===== src/hdl/spfs_pkg.sv =====
package spfs_pkg;

    localparam int SAMPLE_W      = 12;
    localparam int PERIOD_W      = 16;
    localparam int FRAME_BITS    = 52;
    localparam int WORD_A_BITS   = 21;
    localparam int WORD_B_BITS   = 31;
    localparam int STORE_DEPTH   = 3;
    localparam int COUNT_W       = 2;
    localparam int BIT_IDX_W     = $clog2(FRAME_BITS);
    localparam int QUEUE_DEPTH   = 2;

    localparam logic [PERIOD_W-1:0] PERIOD_RESET = 16'd110;
    localparam logic [COUNT_W-1:0]  COUNT_FULL   = 2'd3;
    localparam logic [6:0]          SYNC_ONES    = 7'h7F;

    typedef logic [SAMPLE_W-1:0]   sample_t;
    typedef logic [PERIOD_W-1:0]   period_t;
    typedef logic [FRAME_BITS-1:0] frame_t;

    // front to queue
    typedef struct packed {
        logic   push;
        frame_t frame;
    } frame_push_t;

    // queue to back
    typedef struct packed {
        logic   valid;
        frame_t frame;
    } queue_head_t;

    function automatic logic odd_ones(input sample_t s);
        return ^s;
    endfunction

    // 21-bit word of sync ones and sample 0, then 31-bit data word, msb goes out first
    function automatic frame_t build_frame(input sample_t s0, input sample_t s1,
                                           input sample_t s2);
        logic [WORD_A_BITS-1:0] word_a;
        logic [WORD_B_BITS-1:0] word_b;
        word_a = {SYNC_ONES, 1'b0, s0, odd_ones(s0)};
        // top bit of sample 1 is dropped but still counts in its parity
        word_b = {s1[SAMPLE_W-2:0], 1'b0, odd_ones(s1), s2, odd_ones(s2), 4'b0000, 1'b1};
        return {word_a, word_b};
    endfunction

endpackage


===== src/hdl/spfs_front.sv =====
module spfs_front (
    input  logic                  aclk,
    input  logic                  aresetn,
    input  logic                  s_valid,
    output logic                  s_ready,
    input  spfs_pkg::sample_t     s_sample,
    input  logic                  q_ready,
    output spfs_pkg::frame_push_t push_out
);

    logic [spfs_pkg::COUNT_W-1:0] count_reg, count_next;
    spfs_pkg::sample_t            store_reg [spfs_pkg::STORE_DEPTH];
    logic                         accept;
    logic                         full;

    assign full    = (count_reg == spfs_pkg::COUNT_FULL);
    assign s_ready = !full || q_ready;
    assign accept  = s_valid && s_ready;

    assign push_out.push  = accept && full;
    assign push_out.frame = spfs_pkg::build_frame(store_reg[0], store_reg[1], store_reg[2]);

    always_comb begin
        count_next = count_reg;
        if (accept) begin
            if (full) begin
                count_next = spfs_pkg::COUNT_W'(1);
            end else begin
                count_next = count_reg + spfs_pkg::COUNT_W'(1);
            end
        end
    end

    always_ff @(posedge aclk) begin
        if (!aresetn) begin
            count_reg <= spfs_pkg::COUNT_FULL;
            for (int i = 0; i < spfs_pkg::STORE_DEPTH; i++) begin
                store_reg[i] <= '0;
            end
        end else begin
            count_reg <= count_next;
            if (accept) begin
                // a full store restarts at entry 0 after the frame is taken
                if (full) begin
                    store_reg[0] <= s_sample;
                end else begin
                    store_reg[count_reg] <= s_sample;
                end
            end
        end
    end

endmodule


===== src/hdl/spfs_queue.sv =====
module spfs_queue #(
    parameter int DEPTH = spfs_pkg::QUEUE_DEPTH
) (
    input  logic                  aclk,
    input  logic                  aresetn,
    input  spfs_pkg::frame_push_t push_in,
    output logic                  q_ready,
    output spfs_pkg::queue_head_t head,
    input  logic                  pop
);

    localparam int PTR_W = $clog2(DEPTH);
    localparam int CNT_W = $clog2(DEPTH + 1);

    spfs_pkg::frame_t   slot_reg [DEPTH];
    logic [PTR_W-1:0]   wr_ptr_reg, rd_ptr_reg;
    logic [CNT_W-1:0]   cnt_reg;
    logic               do_push, do_pop;

    assign q_ready    = (cnt_reg != CNT_W'(DEPTH));
    assign head.valid = (cnt_reg != '0);
    assign head.frame = slot_reg[rd_ptr_reg];
    assign do_push    = push_in.push && q_ready;
    assign do_pop     = pop && head.valid;

    function automatic logic [PTR_W-1:0] wrap_inc(input logic [PTR_W-1:0] p);
        return (p == PTR_W'(DEPTH - 1)) ? '0 : p + PTR_W'(1);
    endfunction

    always_ff @(posedge aclk) begin
        if (!aresetn) begin
            wr_ptr_reg <= '0;
            rd_ptr_reg <= '0;
            cnt_reg    <= '0;
        end else begin
            if (do_push) begin
                wr_ptr_reg <= wrap_inc(wr_ptr_reg);
            end
            if (do_pop) begin
                rd_ptr_reg <= wrap_inc(rd_ptr_reg);
            end
            if (do_push && !do_pop) begin
                cnt_reg <= cnt_reg + CNT_W'(1);
            end else if (do_pop && !do_push) begin
                cnt_reg <= cnt_reg - CNT_W'(1);
            end
        end
    end

    always_ff @(posedge aclk) begin
        if (do_push) begin
            slot_reg[wr_ptr_reg] <= push_in.frame;
        end
    end

endmodule


===== src/hdl/spfs_back.sv =====
module spfs_back (
    input  logic                  aclk,
    input  logic                  aresetn,
    input  logic                  cfg_valid,
    output logic                  cfg_ready,
    input  spfs_pkg::period_t     cfg_bit_period,
    input  spfs_pkg::queue_head_t head,
    output logic                  pop,
    output logic                  m_valid,
    input  logic                  m_ready,
    output logic                  m_line_pos,
    output logic                  m_line_neg,
    output logic                  m_last_bit
);

    spfs_pkg::period_t                period_reg;
    spfs_pkg::period_t                timer_reg;
    spfs_pkg::period_t                hold_load;
    spfs_pkg::frame_t                 shift_reg;
    logic [spfs_pkg::BIT_IDX_W-1:0]   left_reg;
    logic                             busy_reg;
    logic                             beat_done;
    logic                             last;

    assign cfg_ready = 1'b1;

    // a period of 0 paces like 1
    assign hold_load = (period_reg == '0) ? '0 : period_reg - spfs_pkg::PERIOD_W'(1);

    assign last      = (left_reg == '0);
    assign m_valid   = busy_reg && (timer_reg == '0);
    assign beat_done = m_valid && m_ready;
    assign pop       = head.valid && (!busy_reg || (beat_done && last));

    assign m_line_pos = shift_reg[spfs_pkg::FRAME_BITS-1];
    assign m_line_neg = ~shift_reg[spfs_pkg::FRAME_BITS-1];
    assign m_last_bit = last;

    always_ff @(posedge aclk) begin
        if (!aresetn) begin
            period_reg <= spfs_pkg::PERIOD_RESET;
            busy_reg   <= 1'b0;
            timer_reg  <= '0;
            left_reg   <= '0;
        end else begin
            if (cfg_valid && cfg_ready) begin
                period_reg <= cfg_bit_period;
            end
            if (pop) begin
                busy_reg  <= 1'b1;
                timer_reg <= hold_load;
                left_reg  <= spfs_pkg::BIT_IDX_W'(spfs_pkg::FRAME_BITS - 1);
            end else if (beat_done) begin
                if (last) begin
                    busy_reg <= 1'b0;
                end else begin
                    timer_reg <= hold_load;
                    left_reg  <= left_reg - spfs_pkg::BIT_IDX_W'(1);
                end
            end else if (busy_reg && timer_reg != '0) begin
                timer_reg <= timer_reg - spfs_pkg::PERIOD_W'(1);
            end
        end
    end

    always_ff @(posedge aclk) begin
        if (pop) begin
            shift_reg <= head.frame;
        end else if (beat_done && !last) begin
            shift_reg <= {shift_reg[spfs_pkg::FRAME_BITS-2:0], 1'b0};
        end
    end

endmodule


===== src/hdl/sample_parity_frame_serializer.sv =====
// sample parity frame serializer
//
// input channel (s_valid / s_ready / s_sample): one 12-bit converter sample per beat.
// samples fill a three-entry store; the sample that arrives when the store is full
// first launches a 52-bit frame of the stored samples, then starts a new fill.
// the first sample after reset launches a frame of cleared samples.
// output channel (m_valid / m_ready): one beat per frame bit, msb first, on the
// complementary pair m_line_pos / m_line_neg, with m_last_bit on the 52nd bit.
// config channel (cfg_valid / cfg_ready / cfg_bit_period): always ready; sets the
// bit period that paces how long each bit is held before its beat (0 acts as 1).
// with the serializer idle, the launching sample's frame goes through the queue into
// the shift register, and m_valid rises once the bit timer has run down.
// the frame queue in between lets the input take a sample every cycle until
// QUEUE_DEPTH frames are waiting, then s_ready drops only for launching samples.
// a stalled receiver holds the current bit; reset (aresetn low, synchronous)
// clears the store, sets the fill count to full, empties the queue, period 110.
module sample_parity_frame_serializer #(
    parameter int QUEUE_DEPTH = spfs_pkg::QUEUE_DEPTH
) (
    input  logic              aclk,
    input  logic              aresetn,
    // sample beats
    input  logic              s_valid,
    output logic              s_ready,
    input  spfs_pkg::sample_t s_sample,
    // bit beats
    output logic              m_valid,
    input  logic              m_ready,
    output logic              m_line_pos,
    output logic              m_line_neg,
    output logic              m_last_bit,
    // bit period register
    input  logic              cfg_valid,
    output logic              cfg_ready,
    input  spfs_pkg::period_t cfg_bit_period
);

    spfs_pkg::frame_push_t push;
    spfs_pkg::queue_head_t head;
    logic                  q_ready;
    logic                  pop;

    // front: sample store, fill count, frame assembly
    spfs_front u_front (
        .aclk     (aclk),
        .aresetn  (aresetn),
        .s_valid  (s_valid),
        .s_ready  (s_ready),
        .s_sample (s_sample),
        .q_ready  (q_ready),
        .push_out (push)
    );

    // short frame queue decouples sample intake from the serializer
    spfs_queue #(
        .DEPTH (QUEUE_DEPTH)
    ) u_queue (
        .aclk    (aclk),
        .aresetn (aresetn),
        .push_in (push),
        .q_ready (q_ready),
        .head    (head),
        .pop     (pop)
    );

    // back: bit pacing and shift out
    spfs_back u_back (
        .aclk           (aclk),
        .aresetn        (aresetn),
        .cfg_valid      (cfg_valid),
        .cfg_ready      (cfg_ready),
        .cfg_bit_period (cfg_bit_period),
        .head           (head),
        .pop            (pop),
        .m_valid        (m_valid),
        .m_ready        (m_ready),
        .m_line_pos     (m_line_pos),
        .m_line_neg     (m_line_neg),
        .m_last_bit     (m_last_bit)
    );

endmodule


===== config.mk =====
export PLATFORM = sky130hd
export DESIGN_NAME = sample_parity_frame_serializer
export DESIGN_NICKNAME = d
export VERILOG_FILES = /design/src/hdl/spfs_pkg.sv /design/src/hdl/spfs_front.sv /design/src/hdl/spfs_queue.sv /design/src/hdl/spfs_back.sv /design/src/hdl/sample_parity_frame_serializer.sv
export SDC_FILE = /design/constraint.sdc
export NUM_CORES = 1
export LEC_CHECK = 0
export BUFFER_PORTS_ARGS = -buffer_cell sky130_fd_sc_hd__buf_4
export CAP_MARGIN = 20
export CORE_UTILIZATION = 35
export DETAILED_ROUTE_END_ITERATION = 8
export HOLD_SLACK_MARGIN = 0.02
export PLACE_DENSITY_LB_ADDON = 0.25
export SLEW_MARGIN = 20
export SYNTH_ARGS = -nofsm -noshare
export SYNTH_HDL_FRONTEND = slang
export SYNTH_SLANG_ARGS = --single-unit

===== constraint.sdc =====
create_clock -name aclk -period 7.15 [get_ports aclk]
set_clock_uncertainty 0.2 [all_clocks]
set_input_delay 0.715 -clock aclk [delete_from_list [all_inputs] [get_ports aclk]]
set_output_delay 0.715 -clock aclk [all_outputs]
set_load 0.05 [all_outputs]

* Word-level counts from Yosys, hierarchy flattened
Memories as Yosys holds them, arrays and structs flattened. A register that Yosys moved wholly into a read port is not among the register bits. Cells that the tools add are included.
Cells by class: equal/unequal tests 4, mux-type cells 35, order comparisons 0, bitwise gates (word level) 4, div/mod/pow operators 0, add/subtract/negate cells 8, reduce and logical (&&, ||, !) cells 38, shifts and indexed selects 0, $mul 0
Operators by type and width (number):
- 52-bit two-way mux | 2
- 16-bit two-way mux | 5
- 12-bit parity | 3
- 16-bit zero test | 2
- 16-bit by 1-bit subtractor with 16-bit output (second input constant) | 2
- 12-bit two-way mux | 2
- 1-bit two-way mux | 19
- 6-bit two-way mux | 3
- 16-bit nonzero test | 1
- 1-bit logical AND | 12
- 12-bit OR reduction | 1
- 2-bit nonzero test | 5
- 2-bit two-way mux | 4
- 2-bit AND reduction | 4
- 6-bit zero test | 1
- 6-bit by 1-bit subtractor with 6-bit output (second input constant) | 1
- 1-bit zero test | 5
- 2-bit by 1-bit adder with 2-bit output (second input constant) | 2
- 2-bit inequality test (second input constant) | 2
- 3-bit inequality test (second input constant) | 1
- 1-bit NOT | 3
- 3-bit nonzero test | 1
- 1-bit adder (second input constant) | 2
- 2-bit == test (second input constant) | 1
- 4 further kinds | 5
Storage, ports and cells: memory bits (read-only) 0, latch bits 0, output and inout port bits 6, bits in registers 97, word-level logic and storage cells 101, memories kept 2, RAM bits 112
Memory list:
- u_queue.slot_reg | words 2, width 38, read ports 1, clocked after Yosys merged registers in 1, write ports 1, RTL line spfs_queue.sv:15 | spfs_pkg::frame_t slot_reg [DEPTH];
- u_front.store_reg | words 3, width 12, read ports 3, clocked after Yosys merged registers in 0, write ports 3, RTL line spfs_front.sv:12 | spfs_pkg::sample_t store_reg [spfs_pkg::STORE_DEPTH];

* Depth between registers and ports, before layout
Gate-level depths: netlist of run 1.
depth in word-level cells 10, gate-level depth with buffers 9, depth with buffers taken out 8

* Modules after synthesis
A second synthesis of run 1 with hierarchy kept.
Second synthesis, totals: cells, all modules 750, area total of the unflattened synthesis 10732.8 µm²
By module, submodules not included:
- spfs_back | cells an instance 410, times used 1, area an instance 4733.3 µm²
- spfs_queue | cells an instance 186, times used 1, area an instance 3981.3 µm²
- spfs_front | cells an instance 154, times used 1, area an instance 2018.2 µm²

* Worst setup path before layout of run 1
Ideal clock, no wire load.
path type reg-to-reg, from reg u_back.timer_reg[0], to reg u_back.shift_reg[0] (enable), slack 2.615 ns, data required time 6.488 ns, library setup time 0.462 ns, cell stages (with the launch flop) 7, path buffers 0, period minus slack after synthesis 4.535 ns, arrival time 3.873 ns, path through dfxtp_1 inv_1 ha_1 or4b_1 nor4_2 a21oi_1 nor2_1
On the way: cells in the longest elaborated chain, start to end 7, elaborated cells on any way between the ends 8
Ends and longest elaborated chain:
- start: declaration | RTL line spfs_back.sv:17 | spfs_pkg::period_t timer_reg;
- start signal: assignment | RTL line spfs_back.sv:51 | timer_reg <= hold_load;
- start signal: assignment | RTL line spfs_back.sv:57 | timer_reg <= hold_load;
- start signal: assignment | RTL line spfs_back.sv:61 | timer_reg <= timer_reg - spfs_pkg::PERIOD_W'(1);
- 16-bit zero test * | RTL line spfs_back.sv:31 | assign m_valid = busy_reg && (timer_reg == '0);
- 1-bit logical AND * | RTL line spfs_back.sv:31
- 1-bit logical AND * | RTL line spfs_back.sv:32 | assign beat_done = m_valid && m_ready;
- 1-bit logical AND | RTL line spfs_back.sv:33 | assign pop = head.valid && (!busy_reg || (beat_done && last));
- 1-bit logical OR | RTL line spfs_back.sv:33
- 1-bit logical AND | RTL line spfs_back.sv:33
- 2-bit nonzero test (no source line) *
- end signal: assignment | RTL line spfs_back.sv:68 | shift_reg <= head.frame;
- end signal: assignment | RTL line spfs_back.sv:70 | shift_reg <= {shift_reg[spfs_pkg::FRAME_BITS-2:0], 1'b0};
- end: declaration | RTL line spfs_back.sv:19 | spfs_pkg::frame_t shift_reg;
Mark *: on every way between the ends. The rest lies on a longest branch, timed or not. A chain may end at the register's enable or synchronous reset.

* Final worst setup path of run 1
from reg u_back.timer_reg[0], to out m_valid
On the way: cells in the longest elaborated chain, start to end 2
Ends and longest elaborated chain:
- 16-bit zero test | RTL line spfs_back.sv:31
- 1-bit logical AND | RTL line spfs_back.sv:31
- end: declaration | RTL line sample_parity_frame_serializer.sv:27 | output logic m_valid,
No other way between the ends.

==> impl_metrics.ini, run 1 <==
[run_status]
status = finished with violations
violations = design-rule violations

[routing]
route.detailed.drc = 4
wire_per_inst_um = 17.09
wl_met2_mm = 8.908
vias_per_cell = 5.067
via_count = 5690
routed_wl_mm = 19.19
drtIter0Drc = 391
routed.top_layer = met4
firstDrtPassIters = 7
wl_met3_um = 784
m1WireLength_mm = 9.147
drtAntennaViolNets = 0

[setup_path]
cp_slowest_stage_delay_ns = 0.63
crit_path_max_fanout = 10
cp.required_ns = 6.23
crit_type = flip-flop to output pin
crit_path_start_kind = flip-flop
reg2reg_from = u_back.timer_reg[0]
cp-end-kind = output pin
cpMaxStageDelayCell = or4_4
startpoint = u_back.timer_reg[0]
worstPathArrival_ns = 2.64
path_cells = inv_1 > ha_1 > or4b_1 > or4_4 > nor2_1 > buf_4

[placed_design]
dp_hpwl_mm = 12.45
gp_congestion = 0.7981
port_buffers = 37

[floorplan]
core_mm2 = 0.02621
die_h_um = 165.7
rows = 59
die_area_mm2 = 0.02746
initial_utilization_pct = 35.79
ios = 39
die_width_um = 165.7

[global_routing]
grt_pass1_vias = 5563
grt_remaining_overflow = 0
antenna_found_initial = 1
grt_max_degree = 56
grt_util_all_layers_pct = 14.15
grt_pass1_wl_mm = 30.99

[clocking]
cts-hold-fix-buffers = 0
htree_num_levels = 1
clock-root-buffer = clkbuf_16
post-cts-setup-buffers = 0
cts_tree = done
ctsLongestPathBuffers = 3
clk_pin_slew_ns = 0.06
clk_latency_ns = 0.52
cts.sink_count = 210
cts_resized = 0
cts_buffers = 23

[power]
total_power_mw = 3.820
powerDensity_mw_per_mm2 = 355.9
irDropWorstVdd_mv = 0.1774
p_leak_nw = 3.726

[sta]
relSlewSlack_pct = 34.56
final-max-slew-violation-count = 0
setup_violations = 0
setup_tns_ns = 0
tightest_slew_ns = 0.9817
fmax_mhz = 281.7
rsz0062_at_grt = false
final_hold_viol_count = 0
min_period_ns = 3.550
layout_worst_path_cycle_share_pct = 49.66

[logic_synthesis]
netlist_instances = 738
synth_top_cell_area_share_pct = 52.51
synth_edf_count = 164
ys_warn_count = 0
ys_ff_latch = 210
async_flop_share_pct = 0
ys_top_cells_by_area = edfxtp_1, dfxtp_1, mux2i_1, o21ai_0, xnor2_1
syn-cell-area_mm2 = 0.009379
synthAdderAreaFrac_pct = 0.9338
avgSynthCellArea_um2 = 12.71
yosys.area_share.xor_xnor_pct = 4.015
ys.flop_type = edfxtp_1
synth_compound_area_share_pct = 10.70
synth-simple-area-share_pct = 11.49
synth_nets = 778
yosysTopAreaCell = edfxtp_1
ys_types = 62
synthMuxAreaShare_pct = 7.577
synth_top_family_by_area = simple AND/OR/NAND/NOR gates
synth-seq-area-share_pct = 62.33

[cells_and_area]
fill_cells = 2434
final_layout_size_suffix_gt1_share_pct = 13.72
final_net_count = 811
multi_input_area_mm2 = 0.003297
seq_area_mm2 = 0.005847
mostFrequentLayoutCell = edfxtp_1
layout_common_cells = edfxtp_1, mux2i_1, o21ai_0
area_delta_synth_final_pct = 14.43
largest_reg_flops = 76

[min_path]
min_path_type = input port to flip-flop
min-delay-start = cfg_bit_period[2]

[job]
max_cap_violations = 0
==> synth_stat cells (4+ instances only) <==
master / count
nor4_1: 5
o211ai_1: 5
or2_2: 5
or3_1: 7
xnor2_1: 32
mux2i_1: 71
o21ai_0: 56
and2_4: 6
a21oi_1: 18
buf_6: 8
o21a_1: 8
inv_1: 14
nor3_1: 15
clkbuf_1: 32
nand4_1: 8
ha_1: 7
nor2_1: 38
o21ai_1: 38
and2_1: 38
xor2_1: 11
edfxtp_1: 164
nand2b_1: 15
dfxtp_1: 46
a32o_1: 8
nand2_1: 17
nand3_1: 8
a31oi_1: 4
==> per-layer routing <==
metal | vias up | track usage (%)
met5 | - | 0
met4 | 0 | 3.738
met3 | 28 | 2.437
met2 | 99 | 22.92
met1 | 2748 | 19.61
li1 | 2815 | -
==> cell type report <==
cell class                      count  share of cell area (%)
Antenna cell                        1                 0.02332
Inverter                           15                  0.5246
Multi-Input combinational cell    472                   30.72
Clock inverter                     10                   1.282
Sequential cell                   210                   54.48
Clock buffer                       31                   5.642
Tap cell                          335                   3.905
Timing Repair Buffer               49                   3.427
==> critical path, delay by kind of cell (launching register included) <==
family | cells | cell delay [ns]
adder cells (fa/ha/maj) | 1 | 0.15
buffers and inverters | 2 | 0.34
AND/OR/NAND/NOR | 3 | 1.28
flip-flops | 1 | 0.36
==> path summary, 6_finish.rpt <==
path,endpoint,slack (ns),cells past startpoint
min reg2reg,u_queue.slot_reg[1][29],0.30,0
max reg2reg,u_back.shift_reg[2],3.89,7
min,u_back.period_reg[2],0.22,3
max,m_valid,3.60,6
==> report_power, final <==
group          total, mW  internal [mW]  switching [mW]  leakage [nW]
Sequential          1.61           1.51           0.101          1.94
Clock               1.18          0.705           0.471         0.355
Combinational       1.03          0.399           0.630          1.43
==> cell families after synthesis <==
family	after synthesis
flops	210
fa+ha+maj	7
compound gates	163
buf+inv	56
simple gates	187
mux	71
other cells	1
xor+xnor	43
==> through the flow <==
step / hold slack (ns) / instance area, um2 / worst slack, ns / util [%] / instances
CTS: 0.2015 / 10720 / 3.519 / 40.92 / 1122
finish: 0.2233 / 10730 / 3.600 / 40.95 / 1123
global placement: 0.2731 / 9981 / 3.942 / 38.09 / 1081
detailed placement: 0.2857 / 9981 / 3.893 / 38.09 / 1081
global route: 0.2012 / 10730 / 3.427 / 40.95 / 1122
floorplan: 0.2659 / 9379 / 2.615 / - / 738
No activity file was read; power rests on OpenSTA's default activity.
==> inputs of run 2 (changes only) <==
ABC_AREA = 1   (was not set)
clock period = 2.95 ns   (was 7.15 ns; I/O delays follow)
==> impl_metrics.ini, run 2 <==
[run_status]
status = finished with violations
violations = design-rule violations

[sta]
holdWs_ns = 0.05494
rsz0062_at_grt = false
setup_violations = 0
layout_worst_path_cycle_share_pct = 87.08
setup_tns_ns = 0
relSlewSlack_pct = 52.08
min_period_ns = 2.569
final-max-slew-violation-count = 0
fmax_mhz = 389.3
tightest_slew_ns = 0.7187
final_hold_viol_count = 0

[global_routing]
antenna_found_initial = 0
grt_max_degree = 64
grt_busiest_layer = met1
grt_remaining_overflow = 0
grt_use_met1_pct = 22.69
grt_util_met3_pct = 1.930
use_met2_pct = 22.22
grt_util_all_layers_pct = 14.92
grt_pass1_wl_mm = 32.80
grt_pass1_vias = 6054

[floorplan]
die_width_um = 166.3
die_h_um = 166.3
ios = 39
initial_utilization_pct = 35.96
rows = 59
die_area_mm2 = 0.02767
core_mm2 = 0.02628

[setup_path]
cp_slowest_stage_delay_ns = 0.34
crit_path_max_fanout = 24
worst_r2r_path_depth = 13
crit_buf_inv = 4
r2r_slack_ns = 0.38
timing.rr.end = u_back.timer_reg[1]
crit_type = flip-flop to flip-flop
cp.required_ns = 3.15
path_cells = inv_1 > ha_1 > inv_1 > nor2_1 > nand2_1 > inv_1 > nand3_1 > nand2_2 > nand2_4 > o21ai_2 > inv_2 > nor2_1 > nor2_1
cp_top_family = simple AND/OR/NAND/NOR gates
cp-end-kind = flip-flop
crit_path_start_kind = flip-flop
reg2reg_from = u_back.left_reg[0]
cpMaxStageDelayCell = o21ai_2
worstPathArrival_ns = 2.77

[clocking]
clock-root-buffer = clkbuf_16
ctsLongestPathBuffers = 3
cts_resized = 0
cts_buffers = 23
clk_latency_ns = 0.51
cts.sink_count = 210
clk_pin_slew_ns = 0.06
cts_tree = done
htree_num_levels = 1

[cells_and_area]
area_delta_synth_final_pct = 18.73
finalInstanceArea_mm2 = 0.01122
mostFrequentLayoutCell = nand2_1
seq_area_mm2 = 0.005847
layout.cells.non_filler = 1357
fill_cells = 2506
largest_reg_flops = 76
final_layout_size_suffix_gt1_share_pct = 11.06
layout_common_cells = nand2_1, edfxtp_1, nor2_1
final_net_count = 1046
num_antenna_cells = 0
multi_input_area_mm2 = 0.003162

[min_path]
worstHoldEndpoint = u_back.left_reg[2]
min-delay-start = m_ready
hold-path-cell-count = 4
min_path_type = input port to flip-flop

[power]
irDropWorstVdd_mv = 0.4031
comb_power_share_pct = 33.6
switchingPower_mw = 3.783
p_int_mw = 6.978
powerDensity_mw_per_mm2 = 958.9
total_power_mw = 10.76
swShare_pct = 35.15
p_leak_nw = 4.434
seqPwrFrac_pct = 42.4
clkPwrFrac_pct = 24.0

[logic_synthesis]
yosys-top-cells-count = nand2_1, edfxtp_1, nor2_1
yosysMostFrequentCell = nand2_1
yosysTopAreaCell = edfxtp_1
ys_types = 30
async_flop_share_pct = 0
ys_warn_count = 0
synth_edf_count = 164
avgSynthCellArea_um2 = 10.24
syn-cell-area_mm2 = 0.009452
synth_top_cell_area_share_pct = 52.10
ys_top_cells_by_area = edfxtp_1, dfxtp_1, nand2_1, nor2_1, o21ai_0
ys.flop_type = edfxtp_1
synth_nets = 963
netlist_instances = 923
synth-seq-area-share_pct = 61.85
ys_ff_latch = 210

[routing]
firstDrtPassIters = 7
vias_per_cell = 4.669
drtAntennaViolNets = 0
wire_per_inst_um = 14.94
routed_wl_mm = 20.27
via_count = 6336
route.detailed.drc = 1
drtIter0Drc = 411

[placed_design]
placedInstanceArea_mm2 = 0.01015
placed_cells = 1275
dp_hpwl_mm = 13.45
port_buffers = 37
gp_congestion = 0.8651

[job]
max_cap_violations = 0
## run 2: changes by cell type after synthesis, sizes merged, moves of 16 or more
cell	before	now
a21oi	18	34
and2	44	0
clkbuf	32	15
inv	14	74
mux2i	71	38
nand2	18	183
nand3	8	31
nor2	39	145
## run 2: per-layer routing
metal / routed length (um) / vias to the layer above / part of all wire (%)
li1: - / 3261 / -
met2: 8654 / 102 / 43
met4: 300 / 0 / 1.5
met5: 0 / - / 0
met3: 681 / 25 / 3.4
met1: 10640 / 2948 / 52
## run 2: kinds of logic after synthesis
family / Yosys count / share of synthesized area, %
simple gates: 374 / 16.19
other cells: 1 / 0.03968
mux: 38 / 4.024
compound gates: 134 / 7.440
xor+xnor: 49 / 4.541
buf+inv: 110 / 4.991
flops: 210 / 61.85
fa+ha+maj: 7 / 0.9266
## run 2: final cells by class
| cell class | count | area share (%) |
|---|---|---|
| Sequential cell | 210 | 52.10 |
| Multi-Input combinational cell | 603 | 28.17 |
| Timing Repair Buffer | 92 | 7.515 |
| Clock buffer | 30 | 5.363 |
| Tap cell | 335 | 3.735 |
| Inverter | 76 | 2.542 |
| Clock inverter | 11 | 0.5686 |
## run 2: worst max path at each step
stage	startpoint	cells after the start	end
6_report	u_back.left_reg[0]	13	u_back.timer_reg[1]
5_1_grt	u_back.left_reg[0]	12	u_queue.rd_ptr_reg
4_1_cts	u_back.left_reg[0]	13	u_back.timer_reg[1]
3_5_place_dp	u_back.left_reg[0]	13	u_back.timer_reg[1]
3_3_place_gp	u_back.left_reg[0]	13	u_back.timer_reg[14]
2_1_floorplan	u_front.count_reg[0]	6	u_queue.slot_reg[1][0]
## run 2: per-stage QoR
stage | setup WS (ns) | util [%]
3_3_place_gp | 0.4844 | 38.61
2_1_floorplan | -0.08038 | -
6_report | 0.3813 | 42.70
5_1_grt | 0.1284 | 42.70
4_1_cts | 0.3655 | 42.70
3_5_place_dp | 0.3910 | 38.61
## run 2: timing repair
| action | 4_1_cts | 5_1_grt |
|---|---|---|
| buffers inserted | 0 | 0 |
| hold buffers | 41 | 0 |
| hold endpoints to repair | 54 | 0 |
## run 2: worst reg2reg max path, delay by kind of cell (launching register included)
kind / cells / cell delay (ns)
AOI/OAI and AO/OA: 1 / 0.34
adders and majority gates: 1 / 0.16
buffers and inverters: 4 / 0.57
DFF: 1 / 0.29
and+or+nand+nor: 7 / 0.92
## run 2: power by group through the flow
stage               Combinational, mW  Clock [mW]  Sequential [mW]
finish                           3.61        2.58             4.57
global route                     4.13        2.76             4.66
CTS                              3.66        2.65             4.57
detailed placement               3.60           0             4.62
global placement                 3.58           0             4.60
floorplan                        2.77           0             4.55
